--- config.mk ---
export PLATFORM = sky130hd
export DESIGN_NAME = brd_queue
export DESIGN_NICKNAME = d
export VERILOG_FILES = /design/src/rtl/brd_pkg.sv /design/src/rtl/brd_queue.sv
export SDC_FILE = /design/constraint.sdc
export NUM_CORES = 1
export LEC_CHECK = 0
export BUFFER_PORTS_ARGS = -buffer_cell sky130_fd_sc_hd__buf_2
export CAP_MARGIN = 20
export CORE_UTILIZATION = 50
export DETAILED_ROUTE_END_ITERATION = 7
export GPL_TIMING_DRIVEN = 0
export HOLD_SLACK_MARGIN = 0.02
export PLACE_DENSITY_LB_ADDON = 0.1
export SKIP_LAST_GASP = 1
export SLEW_MARGIN = 10
export SYNTH_ARGS = -nofsm -noshare
export SYNTH_HDL_FRONTEND = slang
export SYNTH_SLANG_ARGS = --single-unit
--- constraint.sdc ---
create_clock -name clock -period 1.85 [get_ports clock]
set_clock_uncertainty 0.2 [all_clocks]
set_input_delay 0.185 -clock clock [delete_from_list [all_inputs] [get_ports clock]]
set_output_delay 0.185 -clock clock [all_outputs]
set_load 0.005 [all_outputs]
--- src/rtl/brd_pkg.sv ---
// Shared types and codes for the byte ring deque.
`default_nettype none

package brd_pkg;

   // Fixed field widths of the stream payload
   localparam int CMD_W  = 3;
   localparam int BYTE_W = 8;
   localparam int CNT_W  = 11;
   localparam int STAT_W = 2;
   localparam int RUN_W  = 7;   // holds a run length up to 64

   // Depth of the queue between front and back (power of two)
   localparam int QUEUE_DEPTH = 4;

   // Commands
   localparam logic [CMD_W-1:0] CMD_APPEND    = 3'd0;
   localparam logic [CMD_W-1:0] CMD_PREPEND   = 3'd1;
   localparam logic [CMD_W-1:0] CMD_REMOVE    = 3'd2;
   localparam logic [CMD_W-1:0] CMD_DROP_HEAD = 3'd3;
   localparam logic [CMD_W-1:0] CMD_DROP_TAIL = 3'd4;

   // Result status codes
   localparam logic [STAT_W-1:0] ST_OK       = 2'd0;
   localparam logic [STAT_W-1:0] ST_NO_SPACE = 2'd1;
   localparam logic [STAT_W-1:0] ST_NO_DATA  = 2'd2;
   localparam logic [STAT_W-1:0] ST_TOO_LONG = 2'd3;

   // Job kinds handed from front to back
   typedef logic [1:0] brd_kind_type;
   localparam brd_kind_type JOB_REPLY = 2'd0;  // one result, no store access
   localparam brd_kind_type JOB_WRITE = 2'd1;  // one result, store one byte
   localparam brd_kind_type JOB_READ  = 2'd2;  // run of results read from store

   typedef struct packed {
      brd_kind_type       kind;
      logic [STAT_W-1:0]  status;
      logic [BYTE_W-1:0]  data;
      logic [RUN_W-1:0]   run_len;
      logic [CNT_W-1:0]   used;
      logic [CNT_W-1:0]   free;
   } brd_job_type;

endpackage

`default_nettype wire

--- src/rtl/brd_queue.sv ---
// Short first-in first-out queue of jobs between front and back.
`default_nettype none

module brd_queue #(
   parameter int W = 8
) (
   input  wire logic         clock,
   input  wire logic         reset,
   input  wire logic         push,
   input  wire logic [W-1:0] push_data,
   output logic              full,
   input  wire logic         pop,
   output logic [W-1:0]      pop_data,
   output logic              pop_valid
);
   import brd_pkg::*;

   localparam int PW = $clog2(QUEUE_DEPTH);

   logic [W-1:0]  entry_ff [QUEUE_DEPTH];
   logic [PW-1:0] wr_ptr_ff, wr_ptr_in;
   logic [PW-1:0] rd_ptr_ff, rd_ptr_in;
   logic [PW:0]   fill_ff, fill_in;

   assign full      = (fill_ff == (PW+1)'(QUEUE_DEPTH));
   assign pop_valid = (fill_ff != '0);
   assign pop_data  = entry_ff[rd_ptr_ff];

   // Pointer and fill bookkeeping
   always_comb begin
      wr_ptr_in = push ? wr_ptr_ff + 1'b1 : wr_ptr_ff;
      rd_ptr_in = pop  ? rd_ptr_ff + 1'b1 : rd_ptr_ff;
      fill_in   = fill_ff + (PW+1)'(push) - (PW+1)'(pop);
   end

   always_ff @(posedge clock) begin
      if (reset) begin
         wr_ptr_ff <= '0;
         rd_ptr_ff <= '0;
         fill_ff   <= '0;
      end else begin
         wr_ptr_ff <= wr_ptr_in;
         rd_ptr_ff <= rd_ptr_in;
         fill_ff   <= fill_in;
      end
   end

   // Entry storage
   always_ff @(posedge clock) begin
      if (push) begin
         entry_ff[wr_ptr_ff] <= push_data;
      end
   end

endmodule

`default_nettype wire

==> run metrics <==
outcome finished, final reports clean; critical path data required time 1.46 ns; later-pin clock latency in the skew report 0.33 ns; VDD IR max 564 uV; clk sinks 41; slew margin rel. 70.9%; Tot GR Track Use 16.0%; Nets 143; core area 3050 um2; layout cells sized above 1 31.2%; Post-synth top cells 32 x edfxtp_1, 9 x dfxtp_1, 8 x mux4_2, 6 x ha_1, 6 x inv_1; Setup CP Type flip-flop to output pin; top-area cell type share of the netlist area 60.1%; FF-to-FF End fill_ff[2]; most common cell in the netlist edfxtp_1; DRT Pass-1 Iters 3; Area contributors post-synth edfxtp_1 60%, dfxtp_1 11%, mux4_2 11%; synthesized cell area 1600 um2; Worst R2R Setup Slack 0.09 ns; #FFs+latches synth 41; Syn-to-layout area delta 21.3%; Detailed Route WL 2.25 mm; Port Buffers 21; placed cell area 1760 um2; DIE HEIGHT 58.5 um; crit start category flip-flop; P_leak 0.721 nW; CTS tree built; Setup crit end kind output pin; First DRT Iteration DRCs 11; fin area 1940 um2; GP Congestion 0.666; Routed WL per cell 13.3 um; clock buffer depth 2; CTS buffer count 5; Initial Util 52.3%; post-synthesis sequential area ratio 71.4%; die width 58.5 um; CTS clk-pin slew, worst paths 0.11 ns; Max Fclk 542 MHz; Synth area leader edfxtp_1; # Max-Cap Violations 0; H-tree levels 2; Final Max Tran Viols 0; Fin. Hold Viols 0; initial antenna violation count 0; min cycle time layout 1.85 ns; Worst Setup EP pop_data[4]; Worst Max-Slew Pin Slew 0.436 ns; die area 3430 um2; dpl hpwl 1.53 mm; antenna-violating nets left 0; average via count per standard cell 4.87; critical path fanouts, max 8; reg2reg start fill_ff[0]; worst min path class input pin to flip-flop; site row count 20; DRC 0; ANT cells 0; Post-synth EDFFs 32; total grt overflow 0; number of global-route vias before repair 838; crit path DAT 1.46 ns; Synth Flop Type edfxtp_1; RSZ-0062 raised after global routing yes; post-synthesis area per instance 19.0 um2; largest net degree at the start of global routing 12; Fin Hold WS 0.261 ns; via count of the routed design 823; Synth async-reset ratio 0%; wire length on met3 72 um; library cells used by synthesis 19; Final Cycle Share 99.8%; # Post-CTS Setup Buffers 0; Metal-1 WL 1.01 mm; met2 routed WL 1.12 mm; Synthesized Nets 103; worst r2r path cells 7; Root Buffer Master clkbuf_4; synth warn 0; Syn Inst Count 84; global-route wire length before repair 3.80 mm; top layer reached by signal wires met4; pwr/cell area 919 nW/um2; count of final setup violators 0; Top Ports 22
[critical path, cell delays in order (launching register included)]
cell     delay (ns)
dfxtp_2        0.36
buf_12         0.13
mux4_2         0.50
buf_2          0.14
[how the worst min path moves through the flow]
stage                       startpoint              to  slack (ns)  cells after the start
after floorplan                  reset      fill_ff[0]        0.06                      1
after global placement    push_data[5]  entry_ff[3][5]        0.20                      1
after detailed placement  push_data[5]  entry_ff[1][5]        0.21                      1
after CTS                          pop      fill_ff[0]        0.26                      5
after global routing               pop      fill_ff[0]        0.27                      5
final                              pop      fill_ff[0]        0.26                      5
[area by class of cell]
cell class	count	area (um2)
Buffer	2	25.0
Clock buffer	8	48.8
Fill cell	241	1110
Inverter	6	22.5
Multi-Input combinational cell	35	418
Sequential cell	41	1140
Tap cell	44	55.1
Timing Repair Buffer	33	225
[timing repair]
action / in CTS / in global routing
endpoints found under the hold margin: 41 / 0
endpoints found under the setup margin: 8 / 9
hold buffers: 12 / 0
gates resized for setup: 2 / 2
[cells in the final DEF (no fill, tap or decap), types with 2 or more instances in the layout]
master,instances
edfxtp_1,32
and2_1,4
xnor2_1,2
mux4_2,8
clkbuf_4,5
nor2_1,5
clkbuf_1,3
inv_1,6
dfxtp_2,2
buf_2,21
ha_1,6
nor2b_1,2
dfxtp_1,7
dlygate4sd3_1,12
[where the power goes]
| part | switching [mW] | internal [mW] |
|---|---|---|
| combinational | 0.113 | 0.174 |
| sequential | 0.0278 | 1.06 |
| clock | 0.255 | 0.152 |
| total | 0.396 | 1.38 |
[routing by layer]
metal | up-vias | global-route usage [%]
li1 | 394 | -
met5 | - | 0
met1 | 403 | 19.1
met3 | 7 | 4.62
met4 | 0 | 9.18
met2 | 19 | 26.1
[state kept, by name, summed over array words and instances, names as in the netlist, named ones only]
name and flops:
rd_ptr_ff 2, wr_ptr_ff 2, entry_ff 32, fill_ff 3
[logic make-up after synthesis]
| logic type | Yosys count | synth area share (%) |
|---|---|---|
| mux | 9 | 11.9 |
| buf+inv | 8 | 2.43 |
| xor+xnor | 3 | 2.58 |
| simple gates | 14 | 4.78 |
| compound gates | 2 | 0.939 |
| flops | 41 | 71.4 |
| fa+ha+maj | 7 | 5.95 |
[metrics by stage]
stage	power [mW]	instances	utilization (%)	TNS, ns	setup WS [ns]
2_1_floorplan	1.28	84	-	0	0.158
3_3_place_gp	1.37	149	57.6	0	0.0871
3_5_place_dp	1.38	149	57.6	0	0.0840
4_1_cts	1.80	169	63.3	-0.118	-0.0302
5_1_grt	1.89	169	63.5	-0.491	-0.0719
6_report	1.78	169	63.5	0	0.00424
No activity file was read; power rests on OpenSTA's default activity.
