===== src/rtl/brd_pkg.sv =====
// Shared types and codes for the byte ring deque.
`default_nettype none

package brd_pkg;

   // Fixed field widths of the stream payload
   localparam int CMD_W  = 3;
   localparam int BYTE_W = 8;
   localparam int CNT_W  = 11;
   localparam int STAT_W = 2;
   localparam int RUN_W  = 7;   // holds a run length up to 64

   // Depth of the queue between front and back (power of two)
   localparam int QUEUE_DEPTH = 4;

   // Commands
   localparam logic [CMD_W-1:0] CMD_APPEND    = 3'd0;
   localparam logic [CMD_W-1:0] CMD_PREPEND   = 3'd1;
   localparam logic [CMD_W-1:0] CMD_REMOVE    = 3'd2;
   localparam logic [CMD_W-1:0] CMD_DROP_HEAD = 3'd3;
   localparam logic [CMD_W-1:0] CMD_DROP_TAIL = 3'd4;

   // Result status codes
   localparam logic [STAT_W-1:0] ST_OK       = 2'd0;
   localparam logic [STAT_W-1:0] ST_NO_SPACE = 2'd1;
   localparam logic [STAT_W-1:0] ST_NO_DATA  = 2'd2;
   localparam logic [STAT_W-1:0] ST_TOO_LONG = 2'd3;

   // Job kinds handed from front to back
   typedef logic [1:0] brd_kind_type;
   localparam brd_kind_type JOB_REPLY = 2'd0;  // one result, no store access
   localparam brd_kind_type JOB_WRITE = 2'd1;  // one result, store one byte
   localparam brd_kind_type JOB_READ  = 2'd2;  // run of results read from store

   typedef struct packed {
      brd_kind_type       kind;
      logic [STAT_W-1:0]  status;
      logic [BYTE_W-1:0]  data;
      logic [RUN_W-1:0]   run_len;
      logic [CNT_W-1:0]   used;
      logic [CNT_W-1:0]   free;
   } brd_job_type;

endpackage

`default_nettype wire


===== src/rtl/brd_front.sv =====
// Front end: takes items, checks space, moves head and tail, emits jobs.
`default_nettype none

module brd_front #(
   parameter int DEPTH      = 1024,
   parameter int MAX_REMOVE = 64,
   parameter int IW         = 10
) (
   input  wire logic                        clock,
   input  wire logic                        reset,
   input  wire logic                        in_valid,
   output logic                             in_ready,
   input  wire logic [brd_pkg::CMD_W-1:0]   command,
   input  wire logic [brd_pkg::BYTE_W-1:0]  data,
   input  wire logic                        burst_first,
   input  wire logic [brd_pkg::CNT_W-1:0]   count,
   input  wire logic                        queue_full,
   output logic                             job_push,
   output brd_pkg::brd_job_type             job,
   output logic [IW-1:0]                    job_addr
);
   import brd_pkg::*;

   localparam int UW = $clog2(DEPTH + 1);
   localparam int SW = UW + 1;
   localparam int CW = (UW > CNT_W) ? UW : CNT_W;
   localparam logic [SW-1:0] DEPTH_S = SW'(DEPTH);
   localparam logic [UW-1:0] DEPTH_U = UW'(DEPTH);
   localparam logic [CW-1:0] MAX_REM_C = CW'(MAX_REMOVE);

   // (idx + n) mod DEPTH for n in 0..DEPTH
   function automatic logic [IW-1:0] add_mod(input logic [IW-1:0] idx,
                                             input logic [UW-1:0] n);
      logic [SW-1:0] s;
      s = SW'(idx) + SW'(n);
      if (s >= DEPTH_S) s = s - DEPTH_S;
      return s[IW-1:0];
   endfunction

   function automatic logic [CNT_W-1:0] mask11(input logic [UW-1:0] v);
      logic [CW-1:0] t;
      t = CW'(v);
      return t[CNT_W-1:0];
   endfunction

   logic [IW-1:0]    head_ff, head_in;
   logic [IW-1:0]    tail_ff, tail_in;
   logic [UW-1:0]    used_ff, used_in;
   logic [IW-1:0]    burst_wr_ff, burst_wr_in;
   logic [CNT_W-1:0] burst_left_ff, burst_left_in;
   logic             burst_rej_ff, burst_rej_in;

   logic [CW-1:0]    cnt_w, used_w, free_w, blen, blen_m1;
   logic [IW-1:0]    wr_at;
   logic             accept;

   assign in_ready = !queue_full;
   assign accept   = in_valid && !queue_full;
   assign job_push = accept;

   // Classify the item and work out the next pointer state
   always_comb begin
      head_in       = head_ff;
      tail_in       = tail_ff;
      used_in       = used_ff;
      burst_wr_in   = burst_wr_ff;
      burst_left_in = burst_left_ff;
      burst_rej_in  = burst_rej_ff;
      job           = '0;
      job.kind      = JOB_REPLY;
      job.status    = ST_OK;
      job.data      = data;
      job_addr      = head_ff;
      wr_at         = '0;
      cnt_w         = CW'(count);
      used_w        = CW'(used_ff);
      free_w        = CW'(DEPTH_U - used_ff);
      blen          = (!burst_first || count == '0) ? CW'(1) : cnt_w;
      blen_m1       = blen - 1'b1;

      unique case (command)
         CMD_APPEND, CMD_PREPEND: begin
            if (burst_first || burst_left_ff == '0) begin
               // first byte: reserve the whole burst or reject it
               burst_left_in = blen_m1[CNT_W-1:0];
               if (blen > free_w) begin
                  burst_rej_in = 1'b1;
                  job.status   = ST_NO_SPACE;
               end else begin
                  burst_rej_in = 1'b0;
                  used_in      = used_ff + blen[UW-1:0];
                  if (command == CMD_APPEND) begin
                     wr_at   = tail_ff;
                     tail_in = add_mod(tail_ff, blen[UW-1:0]);
                  end else begin
                     wr_at   = add_mod(head_ff, DEPTH_U - blen[UW-1:0]);
                     head_in = wr_at;
                  end
                  job.kind    = JOB_WRITE;
                  job_addr    = wr_at;
                  burst_wr_in = add_mod(wr_at, UW'(1));
               end
            end else begin
               // later byte of a pending burst
               burst_left_in = burst_left_ff - 1'b1;
               if (burst_rej_ff) begin
                  job.status = ST_NO_SPACE;
                  if (burst_left_ff == CNT_W'(1)) burst_rej_in = 1'b0;
               end else begin
                  job.kind    = JOB_WRITE;
                  job_addr    = burst_wr_ff;
                  burst_wr_in = add_mod(burst_wr_ff, UW'(1));
               end
            end
         end
         CMD_REMOVE: begin
            priority if (cnt_w > MAX_REM_C) begin
               job.status = ST_TOO_LONG;
            end else if (cnt_w > used_w) begin
               job.status = ST_NO_DATA;
            end else if (count == '0) begin
               job.status = ST_OK;
            end else begin
               job.kind    = JOB_READ;
               job.run_len = cnt_w[RUN_W-1:0];
               job_addr    = head_ff;
               head_in     = add_mod(head_ff, cnt_w[UW-1:0]);
               used_in     = used_ff - cnt_w[UW-1:0];
            end
         end
         CMD_DROP_HEAD, CMD_DROP_TAIL: begin
            if (cnt_w > used_w) begin
               job.status = ST_NO_DATA;
            end else begin
               used_in = used_ff - cnt_w[UW-1:0];
               if (command == CMD_DROP_HEAD) begin
                  head_in = add_mod(head_ff, cnt_w[UW-1:0]);
               end else begin
                  tail_in = add_mod(tail_ff, DEPTH_U - cnt_w[UW-1:0]);
               end
            end
         end
         default: begin
            job.status = ST_OK;
         end
      endcase

      job.used = mask11(used_in);
      job.free = mask11(DEPTH_U - used_in);
   end

   always_ff @(posedge clock) begin
      if (reset) begin
         head_ff       <= '0;
         tail_ff       <= '0;
         used_ff       <= '0;
         burst_wr_ff   <= '0;
         burst_left_ff <= '0;
         burst_rej_ff  <= 1'b0;
      end else if (accept) begin
         head_ff       <= head_in;
         tail_ff       <= tail_in;
         used_ff       <= used_in;
         burst_wr_ff   <= burst_wr_in;
         burst_left_ff <= burst_left_in;
         burst_rej_ff  <= burst_rej_in;
      end
   end

endmodule

`default_nettype wire


===== config.mk =====
export PLATFORM = sky130hd
export DESIGN_NAME = brd_front
export DESIGN_NICKNAME = d
export VERILOG_FILES = /design/src/rtl/brd_pkg.sv /design/src/rtl/brd_front.sv
export SDC_FILE = /design/constraint.sdc
export NUM_CORES = 1
export LEC_CHECK = 0
export BUFFER_PORTS_ARGS = -buffer_cell sky130_fd_sc_hd__buf_2
export CAP_MARGIN = 40
export CORE_AREA = 5 5 118 131
export DETAILED_ROUTE_END_ITERATION = 7
export DIE_AREA = 0 0 123 136
export GPL_TIMING_DRIVEN = 0
export PLACE_DENSITY = 0.71
export SYNTH_ARGS = -nofsm -noshare
export SYNTH_HDL_FRONTEND = slang
export SYNTH_SLANG_ARGS = --single-unit

===== constraint.sdc =====
create_clock -name clock -period 12.88 [get_ports clock]
set_input_delay 2.576 -clock clock [delete_from_list [all_inputs] [get_ports clock]]
set_output_delay 2.576 -clock clock [all_outputs]
set_load 0.02 [all_outputs]

==> results_dict.tcl <==
set metrics [dict create \
    buffers_inserted_by_post_cts_timing_repair 0 \
    floorplan.initialDensity 0.486 \
    layout.cell_area.non_filler_um2 7600 \
    finalCritPeriodShare 0.797 \
    clock_tree.htree_level_count 2 \
    power_report.internal_total_w 0.000388 \
    rr_endpoint "head_ff[1]$_SDFFE_PP0P_" \
    timing.hold.worst.class "flip-flop to flip-flop" \
    cap_viol_max_count 0 \
    vias 7422 \
    die_x_um 123 \
    xor_xnor_share_of_the_synthesized_area 0.0966 \
    clock_tree_from_tritoncts "yes" \
    timing.final.setup_violations 0 \
    critical_path_startpoint "count[1]" \
    io_pins 80 \
    asyncSetResetFlopFracSynth 0 \
    slew_viol_final 0 \
    max_slew_margin 0.365 \
    cts_buffers 5 \
    combined_area_of_all_synthesized_cells_um2 6850 \
    antenna_violations_before_repair 0 \
    layout-drive-gt1-share 0.128 \
    grt-ovfl-total 0 \
    clkSlewWorstSetupHoldPaths_ns 0.08 \
    place.detailed.instances 1209 \
    insertedDiodeCount 0 \
    antenna_violating_nets_post_route 0 \
    synth_seq_area_share 0.155 \
    drt_pass1_iterations 6 \
    post-route-drc-count 0 \
    worst_clock_skew_ns 0.00613 \
    cp_data_arrival_time_ns 7.68 \
    outcome "finished, final reports clean" \
    vias_per_cell 6.10 \
    number_of_warnings_printed_during_yosys_synthesis 0 \
    power_switching_w 0.000298 \
    rsz0062_at_grt "false" \
    required_time_worst_endpoint_ns 10.30 \
    hold_start "burst_left_ff[1]$_SDFFE_PP0P_" \
    placedInstanceArea_um2 7420 \
    netlist_top_cells_count "114 x sky130_fd_sc_hd__nor2_1, 91 x sky130_fd_sc_hd__a21oi_1, 82 x sky130_fd_sc_hd__nand2_1" \
    global_route_wire_length_before_repair_mm 36.0 \
    timing.critical_path.to_type "output port" \
    swShare 0.435 \
    std_cell_rows 46 \
    critPathMaxFanout 10 \
    syn_inst 951 \
    setup_total_negative_slack_ns 0 \
    cts.sink_count 53 \
    clkLatencyLatePin_ns 0.32 \
    max_slew.worst_pin.slew_ns 0.948 \
    critPathLaunchType "input pin" \
    max-vdd-ir-drop_mv 0.0746 \
    synth_ff_type "sky130_fd_sc_hd__dfxtp_1" \
    cts_root_buf "sky130_fd_sc_hd__clkbuf_16" \
    layoutNonFillerInstCount 1217 \
    cts.hold.buffers_added 0 \
    post_synth_mux_area_share 0.0345 \
    post_synth_edffs 0 \
    synth_top_family_by_area "compound AO/OA/AOI/OAI gates" \
    worst_r2r_path_depth 18 \
    yosys.cell_count.top_type "sky130_fd_sc_hd__nor2_1" \
    dieHeight_um 136 \
    dp.final_hpwl_mm 18.1 \
    grtUsageTotal 0.274 \
    post_synth_fa_ha_maj_area_fraction 0.121 \
    synth.distinct_cells 82 \
    mapped_avg_cell_area_um2 7.20 \
    first_global_vias 6922 \
    post_cts_resized 0 \
    nets 1113 \
    grt_max_degree 19 \
    power_per_cell_area_nw_per_um2 90.4 \
    min_to "burst_left_ff[1]$_SDFFE_PP0P_" \
    clkPwrFrac 0.249 \
    worst_setup_path_category "input pin to output port" \
    fp.dieArea_um2 16700 \
    synthDominantAreaCellType "sky130_fd_sc_hd__dfxtp_1" \
    timing.fmax_mhz 97.5 \
    reg2reg_slack_ns 7.81 \
    combinationalPowerShare 0.493 \
    holdPathStages 2 \
    worstReg2RegStart "used_ff[1]$_SDFFE_PP0P_" \
    yosys-top-cells-area "sky130_fd_sc_hd__dfxtp_1 15%, sky130_fd_sc_hd__ha_1 11%, sky130_fd_sc_hd__a21oi_1 6.6%" \
    place.gp.congestion 0.958 \
    clock_tree.buffer_depth 2 \
    area_share_of_the_largest_cell_type_after_synthesis 0.155 \
    synthSimpleGateAreaFrac 0.239 \
    report.final.hold_viol_count 0 \
    p_seq_frac 0.258 \
    placeable_core_region_um2 14100 \
    buffer_ports.inserted 66 \
    drt_iter0_drc 535 \
    layout-area-overhead-vs-synth_pct 10.9 \
    routed_wire_length_per_instance_um 18.9 \
    synth_seq_cells 53 \
    syn_nets 1040 \
    wl_mm 23.0 \
    p_leak_nw 3.29 \
    synth-compound-area-share 0.283 \
    layout_min_cycle_time_ns 10.26 \
]
## stage by stage
stage,hold WS (ns),power [W],util,setup slack (ns)
after floorplan,0.457,0.000426,-,3.57
after global placement,0.479,0.000510,0.526,2.73
after detailed placement,0.489,0.000513,0.526,2.68
after CTS,0.500,0.000683,0.539,2.67
after global routing,0.527,0.000724,0.539,2.37
final,0.499,0.000687,0.539,2.62
## cell families (layout without fill, tap and decap cells)
group | after synthesis | in the layout
XOR/XNOR | 74 | 74
flip-flops | 53 | 53
multiplexers | 23 | 23
buffers and inverters | 109 | 183
AND/OR/NAND/NOR | 337 | 337
adder cells (fa/ha/maj) | 64 | 64
AO/OA/AOI/OAI | 291 | 291
## layout make-up
| type | count | area, µm² |
|---|---|---|
| fillers | 1414 | 6500 |
| multi-input cells | 789 | 5300 |
| flip-flops and latches | 53 | 1060 |
| repair buffers | 66 | 330 |
| plain buffers | 63 | 317 |
| well taps | 192 | 240 |
| inverters | 46 | 173 |
| clock buffers | 5 | 125 |
| clock inverters | 3 | 50.0 |
## worst max-delay path: stages
cell	delay (ns)
sky130_fd_sc_hd__buf_2	0.12
sky130_fd_sc_hd__clkbuf_1	0.23
sky130_fd_sc_hd__inv_1	0.34
sky130_fd_sc_hd__ha_1	0.27
sky130_fd_sc_hd__or3b_1	0.45
sky130_fd_sc_hd__o41a_1	0.41
sky130_fd_sc_hd__buf_6	0.15
sky130_fd_sc_hd__nand2_1	0.15
sky130_fd_sc_hd__ha_1	0.31
sky130_fd_sc_hd__nor2_1	0.22
sky130_fd_sc_hd__and4_1	0.27
sky130_fd_sc_hd__a21oi_2	0.10
sky130_fd_sc_hd__buf_6	0.18
sky130_fd_sc_hd__a21o_1	0.26
sky130_fd_sc_hd__a221oi_4	0.39
sky130_fd_sc_hd__ha_1	0.20
sky130_fd_sc_hd__inv_1	0.07
sky130_fd_sc_hd__a211oi_1	0.38
sky130_fd_sc_hd__and4b_1	0.28
sky130_fd_sc_hd__xor2_1	0.14
sky130_fd_sc_hd__buf_2	0.18
## metal layers
metal / track usage / vias to the layer above / wire length [µm]
met5: 0 / - / 0
met4: 0.130 / 0 / 1090
met3: 0.0316 / 80 / 1640
met2: 0.472 / 360 / 10800
met1: 0.339 / 3407 / 9400
li1: - / 3575 / -
## power by group through the flow
stage	registers (W)	logic, W	clock network (W)
6_report	0.000177	0.000339	0.000171
5_1_grt	0.000178	0.000366	0.000180
2_1_floorplan	0.000178	0.000249	0
3_3_place_gp	0.000180	0.000330	0
3_5_place_dp	0.000180	0.000333	0
4_1_cts	0.000177	0.000334	0.000172
## state kept, by name, summed over array words and instances (netlist names)
name	cells
tail_ff	10
head_ff	10
used_ff	11
burst_rej_ff	1
burst_left_ff	11
burst_wr_ff	10
## how the worst max path moves through the flow
stage / to / slack [ns] / cells past startpoint
floorplan: job[10] / 3.57 / 19
global placement: job[10] / 2.73 / 21
detailed placement: job[10] / 2.68 / 21
CTS: job[10] / 2.67 / 21
global route: job[10] / 2.37 / 21
finish: job[10] / 2.62 / 21
## layout by cell type, fill, tap and decap left out, types with 4 or more instances in the layout
cell,count
sky130_fd_sc_hd__a211oi_1,24
sky130_fd_sc_hd__a21o_1,23
sky130_fd_sc_hd__a21oi_1,91
sky130_fd_sc_hd__a22oi_1,5
sky130_fd_sc_hd__a31oi_1,9
sky130_fd_sc_hd__a32oi_1,4
sky130_fd_sc_hd__and2_1,12
sky130_fd_sc_hd__buf_2,73
sky130_fd_sc_hd__buf_4,9
sky130_fd_sc_hd__buf_6,5
sky130_fd_sc_hd__clkbuf_1,39
sky130_fd_sc_hd__clkbuf_16,5
sky130_fd_sc_hd__dfxtp_1,53
sky130_fd_sc_hd__fa_1,4
sky130_fd_sc_hd__ha_1,58
sky130_fd_sc_hd__inv_1,43
sky130_fd_sc_hd__mux2_2,4
sky130_fd_sc_hd__mux2i_1,18
sky130_fd_sc_hd__nand2_1,82
sky130_fd_sc_hd__nand2b_1,6
sky130_fd_sc_hd__nand3_1,16
sky130_fd_sc_hd__nand4_1,4
sky130_fd_sc_hd__nor2_1,114
sky130_fd_sc_hd__nor2b_1,5
sky130_fd_sc_hd__nor3_1,41
sky130_fd_sc_hd__nor4_1,9
sky130_fd_sc_hd__o21a_1,4
sky130_fd_sc_hd__o21ai_0,55
sky130_fd_sc_hd__o21bai_1,6
sky130_fd_sc_hd__o22a_1,5
sky130_fd_sc_hd__o22ai_1,5
sky130_fd_sc_hd__o31a_1,4
sky130_fd_sc_hd__o31ai_1,8
sky130_fd_sc_hd__or2_2,8
sky130_fd_sc_hd__or3_1,12
sky130_fd_sc_hd__or4_1,5
sky130_fd_sc_hd__xnor2_1,51
sky130_fd_sc_hd__xor2_1,22
No activity file was read; power rests on OpenSTA's default activity.
